[src/rtl/core/qfvt_pkg.sv]
// Shared types, constants and coefficient table of the quad FIR block.
package qfvt_pkg;

    localparam int MAX_TAPS   = 32;
    localparam int ACC_BITS   = 32;
    localparam int OUT_BITS   = 16;
    localparam int LIMIT_BITS = 6;
    localparam logic [LIMIT_BITS-1:0] LIMIT_RESET = 6'd50;

    // m_tuser bit positions
    localparam int USER_COMP   = 0;
    localparam int USER_VALVES = 1;
    localparam int USER_BITS   = 2;

    typedef logic signed [ACC_BITS-1:0] coef_t;

    // Load enables of the three lane pipeline stages.
    typedef struct packed {
        logic ld_mul;
        logic ld_add;
        logic ld_out;
    } pipe_ctrl_t;

    // Low-pass kernel, symmetric over taps zero to eight; taps ten and up are zero.
    function automatic coef_t coef(input int t);
        coef_t c;
        case (t)
            0:       c = -32'sd87;
            1:       c = -32'sd2085;
            2:       c = 32'sd2358;
            3:       c = 32'sd18158;
            4:       c = 32'sd28406;
            5:       c = 32'sd18158;
            6:       c = 32'sd2358;
            7:       c = -32'sd2085;
            8:       c = -32'sd87;
            9:       c = 32'sd444;
            default: c = '0;
        endcase
        return c;
    endfunction

endpackage

[src/rtl/core/qfvt_lane.sv]
// One channel: delay line, constant multiplies, pairwise adds and final sum.
module qfvt_lane #(
    parameter int TAPS        = 10,
    parameter int SAMPLE_BITS = 12,
    parameter int LANE_INDEX  = 0
) (
    input  logic                             aclk,
    input  logic                             aresetn,
    input  qfvt_pkg::pipe_ctrl_t             ctrl,
    input  logic [SAMPLE_BITS-1:0]           sample,
    output logic [qfvt_pkg::OUT_BITS-1:0]    filtered
);
    import qfvt_pkg::*;

    localparam int NPAIR = (TAPS + 1) / 2;

    logic [SAMPLE_BITS-1:0] line_reg  [TAPS];
    logic [SAMPLE_BITS-1:0] line_next [TAPS];
    logic [ACC_BITS-1:0]    prod_reg  [TAPS];
    logic [ACC_BITS-1:0]    prod_next [TAPS];
    logic [ACC_BITS-1:0]    pair_reg  [NPAIR];
    logic [ACC_BITS-1:0]    pair_next [NPAIR];
    logic [ACC_BITS-1:0]    sum_next;
    logic [OUT_BITS-1:0]    filtered_reg;

    always_comb begin
        line_next[0] = sample;
        for (int t = 1; t < TAPS; t++) begin
            line_next[t] = line_reg[t-1];
        end
    end

    // Products wrap to 32 bits, as does the whole sum.
    always_comb begin
        for (int t = 0; t < TAPS; t++) begin
            prod_next[t] = ACC_BITS'(coef(t))
                         * {{(ACC_BITS-SAMPLE_BITS){1'b0}}, line_next[t]};
        end
    end

    for (genvar i = 0; i < NPAIR; i++) begin : g_pair
        if (2*i + 1 < TAPS) begin : g_two
            assign pair_next[i] = prod_reg[2*i] + prod_reg[2*i+1];
        end else begin : g_one
            assign pair_next[i] = prod_reg[2*i];
        end
    end

    always_comb begin
        sum_next = '0;
        for (int i = 0; i < NPAIR; i++) begin
            sum_next = sum_next + pair_reg[i];
        end
    end

    always_ff @(posedge aclk) begin
        if (!aresetn) begin
            for (int t = 0; t < TAPS; t++) begin
                line_reg[t] <= (t == 0) ? SAMPLE_BITS'(LANE_INDEX + 1) : '0;
            end
        end else if (ctrl.ld_mul) begin
            line_reg <= line_next;
        end
    end

    always_ff @(posedge aclk) begin
        if (ctrl.ld_mul) begin
            prod_reg <= prod_next;
        end
        if (ctrl.ld_add) begin
            pair_reg <= pair_next;
        end
        if (ctrl.ld_out) begin
            filtered_reg <= sum_next[ACC_BITS-1 -: OUT_BITS];
        end
    end

    assign filtered = filtered_reg;

endmodule

[config.mk]
export PLATFORM = sky130hd
export DESIGN_NAME = qfvt_lane
export DESIGN_NICKNAME = d
export VERILOG_FILES = /design/src/rtl/core/qfvt_pkg.sv /design/src/rtl/core/qfvt_lane.sv
export SDC_FILE = /design/constraint.sdc
export NUM_CORES = 2
export LEC_CHECK = 0
export CORE_MARGIN = 5
export CORE_UTILIZATION = 50
export DETAILED_ROUTE_END_ITERATION = 6
export DONT_BUFFER_PORTS = 1
export PLACE_DENSITY = 0.69
export SLEW_MARGIN = 20
export SYNTH_ARGS = -nofsm -noshare
export SYNTH_HDL_FRONTEND = slang
export SYNTH_SLANG_ARGS = --single-unit
[constraint.sdc]
create_clock -name aclk -period 6.3 [get_ports aclk]
set_clock_uncertainty 0.15 [all_clocks]
set_input_delay 0.315 -clock aclk [delete_from_list [all_inputs] [get_ports aclk]]
set_output_delay 0.315 -clock aclk [all_outputs]
set_load 0.05 [all_outputs]
* After elaboration in Yosys (flattened, before gate mapping)
Index checks and enable logic that the tools add are counted.
** Storage, ports and cells
- Flip-flop bits (word level) :: 597
- Output and inout port bits :: 16
- Bits of input ports :: 17
** Operators by class
- $add $sub $neg :: 9
- Multiply operators :: 10
** Operator list (number)
- 32-bit adder :: 9
- 14-bit by 12-bit multiplier with 26-bit output (first input constant) :: 3
- 13-bit by 13-bit multiplier with 26-bit output (first input constant) :: 2
- 11-bit by 12-bit multiplier with 23-bit output (first input constant) :: 2
- 8-bit by 13-bit multiplier with 21-bit output (first input constant) :: 2
- 7-bit by 12-bit multiplier with 19-bit output (first input constant) :: 1

* Logic depth before layout (Yosys ltp)
- Word-level depth :: 4
- Depth in mapped cells :: 20
- Gate-level depth less buffers :: 20

* Least setup slack after synthesis
OpenSTA, ideal clock, no wires.
- Kind :: register -> register
- Start :: register line_reg, in the netlist line_next[97]
- End :: register prod_reg[286] (netlist name) (data pin)
- Data arrival time :: 5.152 ns
- Stages on the path, launching flop included :: 20
- Clock period less this slack :: 5.562 ns
- Library setup time :: 0.260 ns
- Path buffers :: 0
- Path slack :: 0.738 ns
- Path through :: dfxtp_1 > fa_1 > inv_1 > fa_1 > inv_1 > fa_1 > fa_1 > inv_1 > fa_1 > inv_1 > ha_1 > a21oi_1 > o21ai_0 > a21o_1 > a21o_1 > o41ai_1 > o2111ai_1 > a31o_2 > a21oi_1 > xnor2_1
** RTL lines
- from (decl) :: line qfvt_lane.sv:17 : logic [SAMPLE_BITS-1:0] line_reg [TAPS];
- from (signal, indexed assignment) :: line qfvt_lane.sv:59 : line_reg[t] <= (t == 0) ? SAMPLE_BITS'(LANE_INDEX + 1) : '0;
- from (signal assigned) :: line qfvt_lane.sv:62 : line_reg <= line_next;
- to (signal assigned) :: line qfvt_lane.sv:68 : prod_reg <= prod_next;
- to (decl) :: line qfvt_lane.sv:19 : logic [ACC_BITS-1:0] prod_reg [TAPS];

==> impl_metrics.py <==
metrics = {
    "outcome": {
        "outcome": "finished clean",
    },
    "floorplanning": {
        "num_rows": 117,
        "chipHeight_um": 330.5,
        "dieWidth_um": 330.5,
        "start_util": 0.5042,
        "dieArea_um2": 109300,
        "core_area_um2": 101900,
        "num_io_pins": 33,
    },
    "sta": {
        "period_minus_slack_ns": 5.922,
        "max_freq_mhz": 168.9,
        "tightest_slew_ns": 0.9652,
        "slew_headroom": 0.3511,
        "setup_ws_ns": 0.3783,
        "hold_viol_final": 0,
        "setup_violations": 0,
        "final.setup.tns_ns": 0,
        "slew_viol_final": 0,
        "fin_crit_sh": 0.9399,
        "grt_setup_unrepaired": "no",
    },
    "clock_network": {
        "cts_sinks": 511,
        "clock_path_buffers": 3,
        "cts_tree": "done",
        "htreeDepth": 2,
        "clk_latency_ns": 0.67,
        "cts.clk_slew.worst_paths_ns": 0.06,
        "root_buffer": "clkbuf_16",
        "cts_inserted_buffers": 59,
        "post-cts-setup-buffers": 0,
    },
    "drt": {
        "routed-via-count": 33198,
        "dr_wl_met2_um": 55210,
        "drtAntennaViolNets": 0,
        "wirelength_um": 116000,
        "viasPerCell": 5.282,
        "drc": 0,
        "drtIter0Drc": 1748,
        "highest-signal-layer": "met5",
        "first_pass_iters": 5,
        "wl_per_cell_um": 18.45,
        "drt-met1-wl_um": 52300,
        "dr_wl_met3_um": 5554,
    },
    "synthesis": {
        "synth-seq-cells": 511,
        "post-synth-top-count-cell": "inv_1",
        "synth.cell_area_um2": 51370,
        "ys_warn_count": 0,
        "synth.top_cell.area_share": 0.2356,
        "synth_nets": 6049,
        "netlist_top_cells_area": "edfxtp_1 (24%), fa_1 (23%), ha_1 (20%)",
        "synth_top_cell_by_area": "edfxtp_1",
        "synth-main-ff-cell": "edfxtp_1",
        "async_reset_ff_frac": 0,
        "yosysSeqAreaShare": 0.2777,
        "synthCells": 4637,
        "netlist_top_cells_count": "inv_1 (936), ha_1 (808), fa_1 (587)",
        "synth_edf_count": 403,
        "syn_avg_cell_area_um2": 11.08,
        "synth_cell_types": 76,
    },
    "flow_run": {
        "drv_cap": 0,
    },
    "global_routing": {
        "antenna_found_initial": 8,
        "grt_pass1_vias": 34420,
        "overflow": 0,
        "grt_pass1_wl_um": 185500,
        "grt_max_degree": 247,
        "gr-usage-all-layers": 0.2173,
    },
    "placed_design": {
        "place_hpwl_um": 92040,
        "placed_area_um2": 53100,
        "dp_worst_setup_slack_ns": 0.2804,
        "gp_congestion": 0.8746,
        "io_buffers": 0,
    },
    "setup_path": {
        "cp.depth": 19,
        "crit_slowest_cell": "fa_1",
        "rr_endpoint": "prod_reg[94]",
        "max_stage_delay_ns": 0.62,
        "cp_data_arrival_time_ns": 6.17,
        "startpoint_type": "flop",
        "critPathMaxFanout": 6,
        "worstSetupStartpoint": "line_next[25]",
        "rrSetupSlack_ns": 0.38,
        "crit_type": "reg2reg",
        "endpoint": "prod_reg[94]",
        "critPathBufInv": 4,
        "cp.required_ns": 6.55,
        "end_kind": "flop",
        "crit_path_cell_trace": "fa_1 -> inv_1 -> fa_1 -> inv_1 -> fa_1 -> fa_1 -> inv_1 -> fa_1 -> inv_1 -> ha_1 -> a21oi_1 -> nor2b_1 -> a311oi_1 -> a22oi_1 -> a41oi_1 -> o311a_1 -> o21bai_1 -> a21oi_1 -> xnor2_1",
        "critPathTopFamily": "adder cells",
        "r2r_start": "line_next[25]",
        "crit_top_cell": "fa_1",
        "r2r_cells": 19,
    },
    "finish": {
        "postLayoutCoreUtil": 0.5600,
        "area_growth_pct": 11.07,
        "fin_area_um2": 57060,
        "drive_gt1_frac": 0.03112,
        "fillers": 8752,
        "antenna_cells": 0,
        "nNetsFinal": 6280,
        "largest_reg_flops": 237,
    },
    "pwr": {
        "ir_drop_uv": 364.2,
        "p_leak_nw": 28.65,
        "power_density_nw_per_um2": 283.1,
    },
    "hold_path": {
        "hold_path.class": "in2reg",
    },
}
==> timing repair <==
| item | in CTS | in global routing |
|---|---|---|
| endpoints found under the setup margin | 0 | 1 |
| endpoints found under the hold margin | 517 | 0 |
| hold buffers | 183 | 0 |
| gates resized for setup | 0 | 1 |
==> metal layers <==
layer | vias to the layer above | track usage
met3 | 142 | 0.03591
li1 | 16001 | -
met2 | 585 | 0.3646
met1 | 16468 | 0.2973
met5 | - | 0
met4 | 2 | 0.05340
==> logic make-up (layout without fill, tap and decap cells) <==
family | count (synthesis) | in the layout | synth area share
buf+inv | 968 | 1248 | 0.07073
simple gates | 690 | 690 | 0.06922
flops | 511 | 511 | 0.2777
fa+ha+maj | 1395 | 1395 | 0.4256
mux | 109 | 109 | 0.02124
xor+xnor | 293 | 293 | 0.04995
compound gates | 671 | 671 | 0.08564
==> worst min path at each step <==
stage            startpoint        endpoint  cells after the start
2_1_floorplan  prod_reg[32]     pair_reg[0]                      0
3_3_place_gp   prod_reg[64]    pair_reg[32]                      0
3_5_place_dp   prod_reg[64]    pair_reg[32]                      0
4_1_cts             aresetn   line_next[27]                      2
5_1_grt             aresetn  line_next[102]                      2
6_report            ctrl[1]    pair_reg[27]                      1
==> placed cells by master (no fill, tap or decap), types with 7 or more instances in the layout <==
cell type	synthesis	layout
a211o_1	11	11
a211oi_1	22	22
a21boi_0	10	10
a21o_1	97	97
a21oi_1	212	212
a31o_2	9	9
a31oi_1	28	28
a41o_1	7	7
and2_1	13	13
and3_1	29	29
and4_1	8	8
buf_4	0	18
bufinv_16	0	9
clkbuf_1	25	12
clkbuf_16	0	60
clkinv_1	0	10
dfxtp_1	108	108
dlygate4sd3_1	0	180
edfxtp_1	403	403
fa_1	587	587
ha_1	808	808
inv_1	936	936
mux2i_1	109	109
nand2_1	115	115
nand2b_1	42	42
nand3_1	46	46
nand4_1	14	14
nor2_1	164	164
nor2b_1	142	142
nor3_1	54	54
o211ai_1	13	13
o21a_1	51	51
o21ai_0	95	95
o21bai_1	28	28
o31a_1	9	9
o31ai_1	10	10
or2_2	24	24
or3_1	15	15
xnor2_1	216	216
xor2_1	77	77
==> report_power, final <==
part | internal, mW | switching [mW]
Combinational | 3.17 | 4.29
Clock | 2.13 | 1.51
Sequential | 4.55 | 0.497
==> metrics by stage <==
step / power [mW] / cells / hold WS [ns]
floorplan: 10.37 / 4637 / 0.2503
global placement: 12.19 / 5991 / 0.2590
detailed placement: 12.32 / 5991 / 0.2627
CTS: 16.18 / 6284 / 0.001407
global route: 17.34 / 6285 / 0.02560
finish: 16.16 / 6285 / 0.008248
==> cell type report <==
class	count	area (um^2)	share of cell area
clock buffer	72	1546	0.02710
timing repair buffer	202	2047	0.03587
inverter	936	3513	0.06157
sequential	511	14260	0.2500
clock inverter	38	495.5	0.008684
tap	1368	1712	0.03000
multi-input combinational	3158	33480	0.5868
Power figures use the tool's default switching activity.
