### config.mk
export PLATFORM = sky130hd
export DESIGN_NAME = qfvt_ctrl
export DESIGN_NICKNAME = d
export VERILOG_FILES = /design/src/rtl/core/qfvt_pkg.sv /design/src/rtl/core/qfvt_ctrl.sv
export SDC_FILE = /design/constraint.sdc
export NUM_CORES = 1
export LEC_CHECK = 0
export ABC_AREA = 1
export BUFFER_PORTS_ARGS = -buffer_cell sky130_fd_sc_hd__buf_2
export CAP_MARGIN = 40
export CORE_UTILIZATION = 45
export CTS_BUF_LIST = sky130_fd_sc_hd__clkbuf_4 sky130_fd_sc_hd__clkbuf_8
export CTS_CLUSTER_DIAMETER = 120
export CTS_CLUSTER_SIZE = 14
export DETAILED_ROUTE_END_ITERATION = 10
export GPL_TIMING_DRIVEN = 0
export PLACE_DENSITY = 0.67
export RECOVER_POWER = 50
export SYNTH_ARGS = -nofsm -noshare
export SYNTH_HDL_FRONTEND = slang
export SYNTH_SLANG_ARGS = --single-unit
export TNS_END_PERCENT = 50
### constraint.sdc
create_clock -name aclk -period 3 [get_ports aclk]
set_clock_uncertainty 0.1 [all_clocks]
set_input_delay 0.3 -clock aclk [delete_from_list [all_inputs] [get_ports aclk]]
set_output_delay 0.3 -clock aclk [all_outputs]
set_load 0.01 [all_outputs]
### src/rtl/core/qfvt_pkg.sv
// Shared types, constants and coefficient table of the quad FIR block.
package qfvt_pkg;

    localparam int MAX_TAPS   = 32;
    localparam int ACC_BITS   = 32;
    localparam int OUT_BITS   = 16;
    localparam int LIMIT_BITS = 6;
    localparam logic [LIMIT_BITS-1:0] LIMIT_RESET = 6'd50;

    // m_tuser bit positions
    localparam int USER_COMP   = 0;
    localparam int USER_VALVES = 1;
    localparam int USER_BITS   = 2;

    typedef logic signed [ACC_BITS-1:0] coef_t;

    // Load enables of the three lane pipeline stages.
    typedef struct packed {
        logic ld_mul;
        logic ld_add;
        logic ld_out;
    } pipe_ctrl_t;

    // Low-pass kernel, symmetric over taps zero to eight; taps ten and up are zero.
    function automatic coef_t coef(input int t);
        coef_t c;
        case (t)
            0:       c = -32'sd87;
            1:       c = -32'sd2085;
            2:       c = 32'sd2358;
            3:       c = 32'sd18158;
            4:       c = 32'sd28406;
            5:       c = 32'sd18158;
            6:       c = 32'sd2358;
            7:       c = -32'sd2085;
            8:       c = -32'sd87;
            9:       c = 32'sd444;
            default: c = '0;
        endcase
        return c;
    endfunction

endpackage

### src/rtl/core/qfvt_ctrl.sv
// Pipeline handshake, timeout counter, compensation edge detect and flag staging.
module qfvt_ctrl (
    input  logic                               aclk,
    input  logic                               aresetn,
    input  logic                               s_tvalid,
    output logic                               s_tready,
    input  logic                               comp_on,
    output logic                               m_tvalid,
    input  logic                               m_tready,
    input  logic                               cfg_valid,
    output logic                               cfg_ready,
    input  logic [qfvt_pkg::LIMIT_BITS-1:0]    cfg_data,
    output qfvt_pkg::pipe_ctrl_t               ctrl,
    output logic                               comp_request,
    output logic                               valves_off
);
    import qfvt_pkg::*;

    typedef struct packed {
        logic valves;
        logic comp;
    } flags_t;

    logic                  v1_reg, v2_reg, v3_reg;
    logic                  rdy1, rdy2, rdy3;
    logic                  accept;
    logic [LIMIT_BITS-1:0] limit_reg;
    logic [LIMIT_BITS-1:0] tick_reg, tick_next;
    logic                  prev_comp_reg, prev_comp_next;
    flags_t                flags_next, f1_reg, f2_reg, f3_reg;

    // Bubbles collapse: a stage takes data when it is empty or drains.
    assign rdy3   = !v3_reg || m_tready;
    assign rdy2   = !v2_reg || rdy3;
    assign rdy1   = !v1_reg || rdy2;
    assign accept = s_tvalid && rdy1;

    assign s_tready    = rdy1;
    assign cfg_ready   = 1'b1;
    assign ctrl.ld_mul = accept;
    assign ctrl.ld_add = v1_reg && rdy2;
    assign ctrl.ld_out = v2_reg && rdy3;

    always_comb begin
        flags_next.valves = 1'b0;
        flags_next.comp   = comp_on;
        tick_next         = tick_reg + 1'b1;
        prev_comp_next    = prev_comp_reg;
        if (tick_reg > limit_reg) begin
            flags_next.valves = 1'b1;
            tick_next         = '0;
        end
        if (comp_on) begin
            prev_comp_next = 1'b1;
        end else if (prev_comp_reg) begin
            flags_next.valves = 1'b1;
            prev_comp_next    = 1'b0;
        end
    end

    always_ff @(posedge aclk) begin
        if (!aresetn) begin
            v1_reg        <= 1'b0;
            v2_reg        <= 1'b0;
            v3_reg        <= 1'b0;
            limit_reg     <= LIMIT_RESET;
            tick_reg      <= '0;
            prev_comp_reg <= 1'b0;
        end else begin
            if (rdy1) begin
                v1_reg <= s_tvalid;
            end
            if (rdy2) begin
                v2_reg <= v1_reg;
            end
            if (rdy3) begin
                v3_reg <= v2_reg;
            end
            if (cfg_valid) begin
                limit_reg <= cfg_data;
            end
            if (accept) begin
                tick_reg      <= tick_next;
                prev_comp_reg <= prev_comp_next;
            end
        end
    end

    always_ff @(posedge aclk) begin
        if (ctrl.ld_mul) begin
            f1_reg <= flags_next;
        end
        if (ctrl.ld_add) begin
            f2_reg <= f1_reg;
        end
        if (ctrl.ld_out) begin
            f3_reg <= f2_reg;
        end
    end

    assign m_tvalid     = v3_reg;
    assign comp_request = f3_reg.comp;
    assign valves_off   = f3_reg.valves;

endmodule

Word level (Yosys, flattened, before mapping)
Cells that the tools add are included.
{ "op_classes": {"n_mul": 0, "reduce_logical": 9, "addsub": 1, "mux": 5, "div_mod_pow": 0, "order_cmp": 1, "bitwise": 0, "n_shift": 0, "eq_ne": 0} }
{ "op_table": {"columns": ["operator", "n"], "rows": [
  ["adder 6 x 1 -> 6 bit (second input constant)", 1],
  ["> comparator 6 bit", 1],
  ["two-way mux 6 bit", 1],
  ["two-way mux 1 bit", 4],
  ["logical AND 1 bit", 3],
  ["logical NOT 1 bit", 3],
  ["logical OR 1 bit", 3]
]} }
{ "word_totals": {"n_memories": 0, "ramBits": 0, "rom_bits": 0, "inputBits": 12, "latch_bits": 0, "regBits": 22} }

Depth between registers and ports, before layout
{ "depth": {"depth_word": 5, "mapped_depth": 10, "depth_no_buf": 10} }

Least setup slack after synthesis
Ideal clock, no wire load.
{ "synth_timing": {"path_type": "reg2reg", "startpoint": "reg limit_reg[5]", "endpoint": "reg f1_reg[1] in the netlist's numbering, data pin", "arrival_ns": 1.015, "period_less_slack_ns": 1.375, "path_slack_ns": 1.625, "setup_ns": 0.260, "stages_incl_launch_ff": 8, "n_path_buf": 0, "cell_sequence": "dfxtp_1 inv_1 ha_1 nand2_1 nor2_1 nand3_1 nand2_1 o21ai_0"} }
{ "synth_rtl": {"columns": ["element", "line", "text"], "rows": [
  ["start, declared", "qfvt_ctrl.sv:27", "logic [LIMIT_BITS-1:0] limit_reg;"],
  ["start signal, assigned", "qfvt_ctrl.sv:80", "limit_reg <= cfg_data;"],
  ["end signal, assigned", "qfvt_ctrl.sv:91", "f1_reg <= flags_next;"],
  ["end, declared", "qfvt_ctrl.sv:30", "flags_t flags_next, f1_reg, f2_reg, f3_reg;"]
]} }

Worst setup path after layout
{ "layout_timing": {"startpoint": "reg v3_reg, in the netlist m_tvalid", "endpoint": "out ctrl[2] in the netlist's numbering"} }
{ "layout_via": {"elab_chain_cells": 5} }
{ "layout_lines": {"columns": ["element", "line", "text"], "rows": [
  ["start, declared", "qfvt_ctrl.sv:24", "logic v1_reg, v2_reg, v3_reg;"],
  ["start signal, assigned", "qfvt_ctrl.sv:77", "v3_reg <= v2_reg;"],
  ["logical NOT 1 bit", "qfvt_ctrl.sv:33", "assign rdy3 = !v3_reg || m_tready;"],
  ["logical OR 1 bit", "qfvt_ctrl.sv:33", null],
  ["logical OR 1 bit", "qfvt_ctrl.sv:34", "assign rdy2 = !v2_reg || rdy3;"],
  ["logical OR 1 bit", "qfvt_ctrl.sv:35", "assign rdy1 = !v1_reg || rdy2;"],
  ["logical AND 1 bit", "qfvt_ctrl.sv:36", "assign accept = s_tvalid && rdy1;"],
  ["end, declared", "qfvt_ctrl.sv:13", "output qfvt_pkg::pipe_ctrl_t ctrl,"]
]} }
No other way between the ends.

==> results.yml <==
run_status:
  run_status: "finished clean"
synth:
  synthesis.area_per_instance_um2: 8.51
  synth.net_count: 141
  yosysWarnings: 0
  netlist_area_um2: 1040
  synthesis.instances: 122
  post_synth_num_cell_types: 19
  synth.ff_latch_count: 22
  synth_seq_area_share_pct: 48.2
job:
  max_cap_violations: 0
cts:
  post-cts-setup-buffer-count: 0
  cts_hold_buf: 0
  clkSlewWorstSetupHoldPaths_ns: 0.12
  cts-root-to-sink-buffers: 2
  htree_num_levels: 1
  cts_root_buf: "sky130_fd_sc_hd__clkbuf_4"
  post_cts_resized: 0
  numClockSinks: 22
  numCtsBuffers: 3
  clock_latency_ns: 0.32
  clock_tree_from_tritoncts: "done"
power:
  power.leakage_nw: 0.559
  power_density_nw_per_um2: 458
  power.ir.vdd_worst_mv: 0.225
setup_path:
  crit_path_end_kind: "output pin"
  critical_path_class: "flop to output pin"
  timing.critical_path.from_type: "flop"
  r2r.worst_path.cells: 7
  worst-endpoint-required_ns: 2.60
  arrival_ns: 1.64
  crit_fanout: 10
grt:
  grt_util_all_layers_pct: 16.4
  pin_count_of_the_biggest_net_entering_global_routing: 13
  antenna_violations_before_repair: 0
  grt_pass1_wl_um: 3050
  number_of_global_route_vias_before_repair: 762
  overflow_left_after_global_routing: 0
final_layout:
  finish.net_count: 164
  layout-area-overhead-vs-synth_pct: 12.0
  drive_above_1_share_pct: 16.7
  final_util_pct: 53.1
  antenna_cells_inserted: 0
hold_path:
  hold-path-cell-count: 3
  hp-class: "input port to flop"
timing:
  hold_slack_ns: 0.0800
  setup_viol: 0
  final_hold_viol_count: 0
  maxSlewViolCount: 0
  timing.setup.tns_ns: 0
  clock.fmax_ghz: 0.489
  minimum_period_implied_by_the_final_worst_setup_slack_ns: 2.04
  rsz0062_at_grt: "no"
  min_period_over_period_pct: 68.1
routing:
  drt-pass1-iter-count: 3
  viasPerCell: 4.76
  detailroute.via_count: 819
  drc_violations_left: 0
  drt.antenna.violating_nets: 0
  drt-initial-drc-count: 8
  avgRoutedWirePerCell_um: 10.8
  wl_um: 1850
die:
  die-height_um: 50.0
  ioPinCount: 20
  core.rowCount: 17
  die_w_um: 50.0
  die-area_um2: 2500
  core_um2: 2190
  initial_core_util_pct: 47.4
place:
  globalplace.congestion: 0.781
  place_hpwl_um: 1400
  placement.io_buffers: 18
[cell type report]
type	count	area [µm²]
multi-input combinational	76	415
clock buffer	3	22.5
timing repair buffer	18	86.3
tap	28	35.0
fill	206	1030
inverter	22	85.1
buffer	2	15.0
clock inverter	1	3.75
sequential	22	500
[path summary, 6_finish.rpt]
| kind | end | slack (ns) | start |
|---|---|---|---|
| setup / recovery | ctrl[2] | 0.96 | m_tvalid |
| hold reg to reg | comp_request | 0.34 | f2_reg[0] |
| hold / removal | limit_reg[1] | 0.08 | cfg_data[1] |
| setup reg to reg | f1_reg[1] | 1.39 | limit_reg[5] |
[kinds of logic after synthesis]
| logic type | count (synthesis) | share of synthesized area, % |
|---|---|---|
| adder cells (fa/ha/maj) | 7 | 8.43 |
| flip-flops | 22 | 48.2 |
| buffers and inverters | 24 | 9.64 |
| XOR/XNOR | 2 | 1.69 |
| other | 1 | 0.361 |
| AO/OA/AOI/OAI | 20 | 9.64 |
| AND/OR/NAND/NOR | 46 | 22.0 |
[where the power goes]
group / leakage, nW / internal (mW) / switching, mW
clock: 0.0154 / 0.0488 / 0.0951
sequential: 0.189 / 0.320 / 0.00711
combinational: 0.355 / 0.0245 / 0.0366
total: 0.559 / 0.394 / 0.139
[worst max-delay path, cell delays in order (launching register included)]
cell and delay (ns):
sky130_fd_sc_hd__dfxtp_1 0.41, sky130_fd_sc_hd__nand4_1 0.24, sky130_fd_sc_hd__nand2_1 0.29, sky130_fd_sc_hd__inv_4 0.11, sky130_fd_sc_hd__buf_4 0.14, sky130_fd_sc_hd__buf_2 0.13
[cells in the final DEF (no fill, tap or decap), drive strengths merged]
master	n
conb	1
nand3	7
or2	1
xor2	2
edfxtp	6
nor2	11
buf	17
ha	7
o21ai	9
clkinv	1
nand4	3
dfxtp	16
a21oi	11
nand2	24
clkbuf	6
inv	22
[Yosys cell counts]
cell type                  count  area [µm²]
sky130_fd_sc_hd__nand2_1      22        82.6
sky130_fd_sc_hd__inv_1        21        78.8
sky130_fd_sc_hd__dfxtp_1      16         320
sky130_fd_sc_hd__a21oi_1      11        55.1
sky130_fd_sc_hd__nor2_1       10        37.5
sky130_fd_sc_hd__o21ai_0       9        45.0
sky130_fd_sc_hd__ha_1          7        87.6
sky130_fd_sc_hd__edfxtp_1      6         180
sky130_fd_sc_hd__nand3_1       6        30.0
sky130_fd_sc_hd__buf_4         2        15.0
sky130_fd_sc_hd__nand2_4       2        22.5
sky130_fd_sc_hd__nand4_1       2        12.5
sky130_fd_sc_hd__xor2_1        2        17.5
sky130_fd_sc_hd__conb_1        1        3.75
sky130_fd_sc_hd__inv_4         1        6.26
sky130_fd_sc_hd__nand3_2       1        10.0
sky130_fd_sc_hd__nand4_4       1        21.3
sky130_fd_sc_hd__nor2_2        1        6.26
sky130_fd_sc_hd__or2_1         1        6.26
[metal layers]
metal  vias up  GRT usage (%)  wire (µm)
li1        436              -          -
met1       365           18.8        846
met2        13           27.1        898
met3         5           3.09         55
met4         0           11.4         51
met5         -              0          0
[stage by stage]
stage / area, µm² / cells / power, mW / setup slack (ns)
6_report: 1160 / 172 / 0.533 / 0.956
5_1_grt: 1160 / 172 / 0.553 / 0.856
4_1_cts: 1190 / 172 / 0.537 / 1.18
3_5_place_dp: 1160 / 168 / 0.398 / 1.46
3_3_place_gp: 1160 / 168 / 0.394 / 1.49
2_1_floorplan: 1040 / 122 / 0.375 / 1.62
Note: power is estimated with default switching activity, not from simulation.
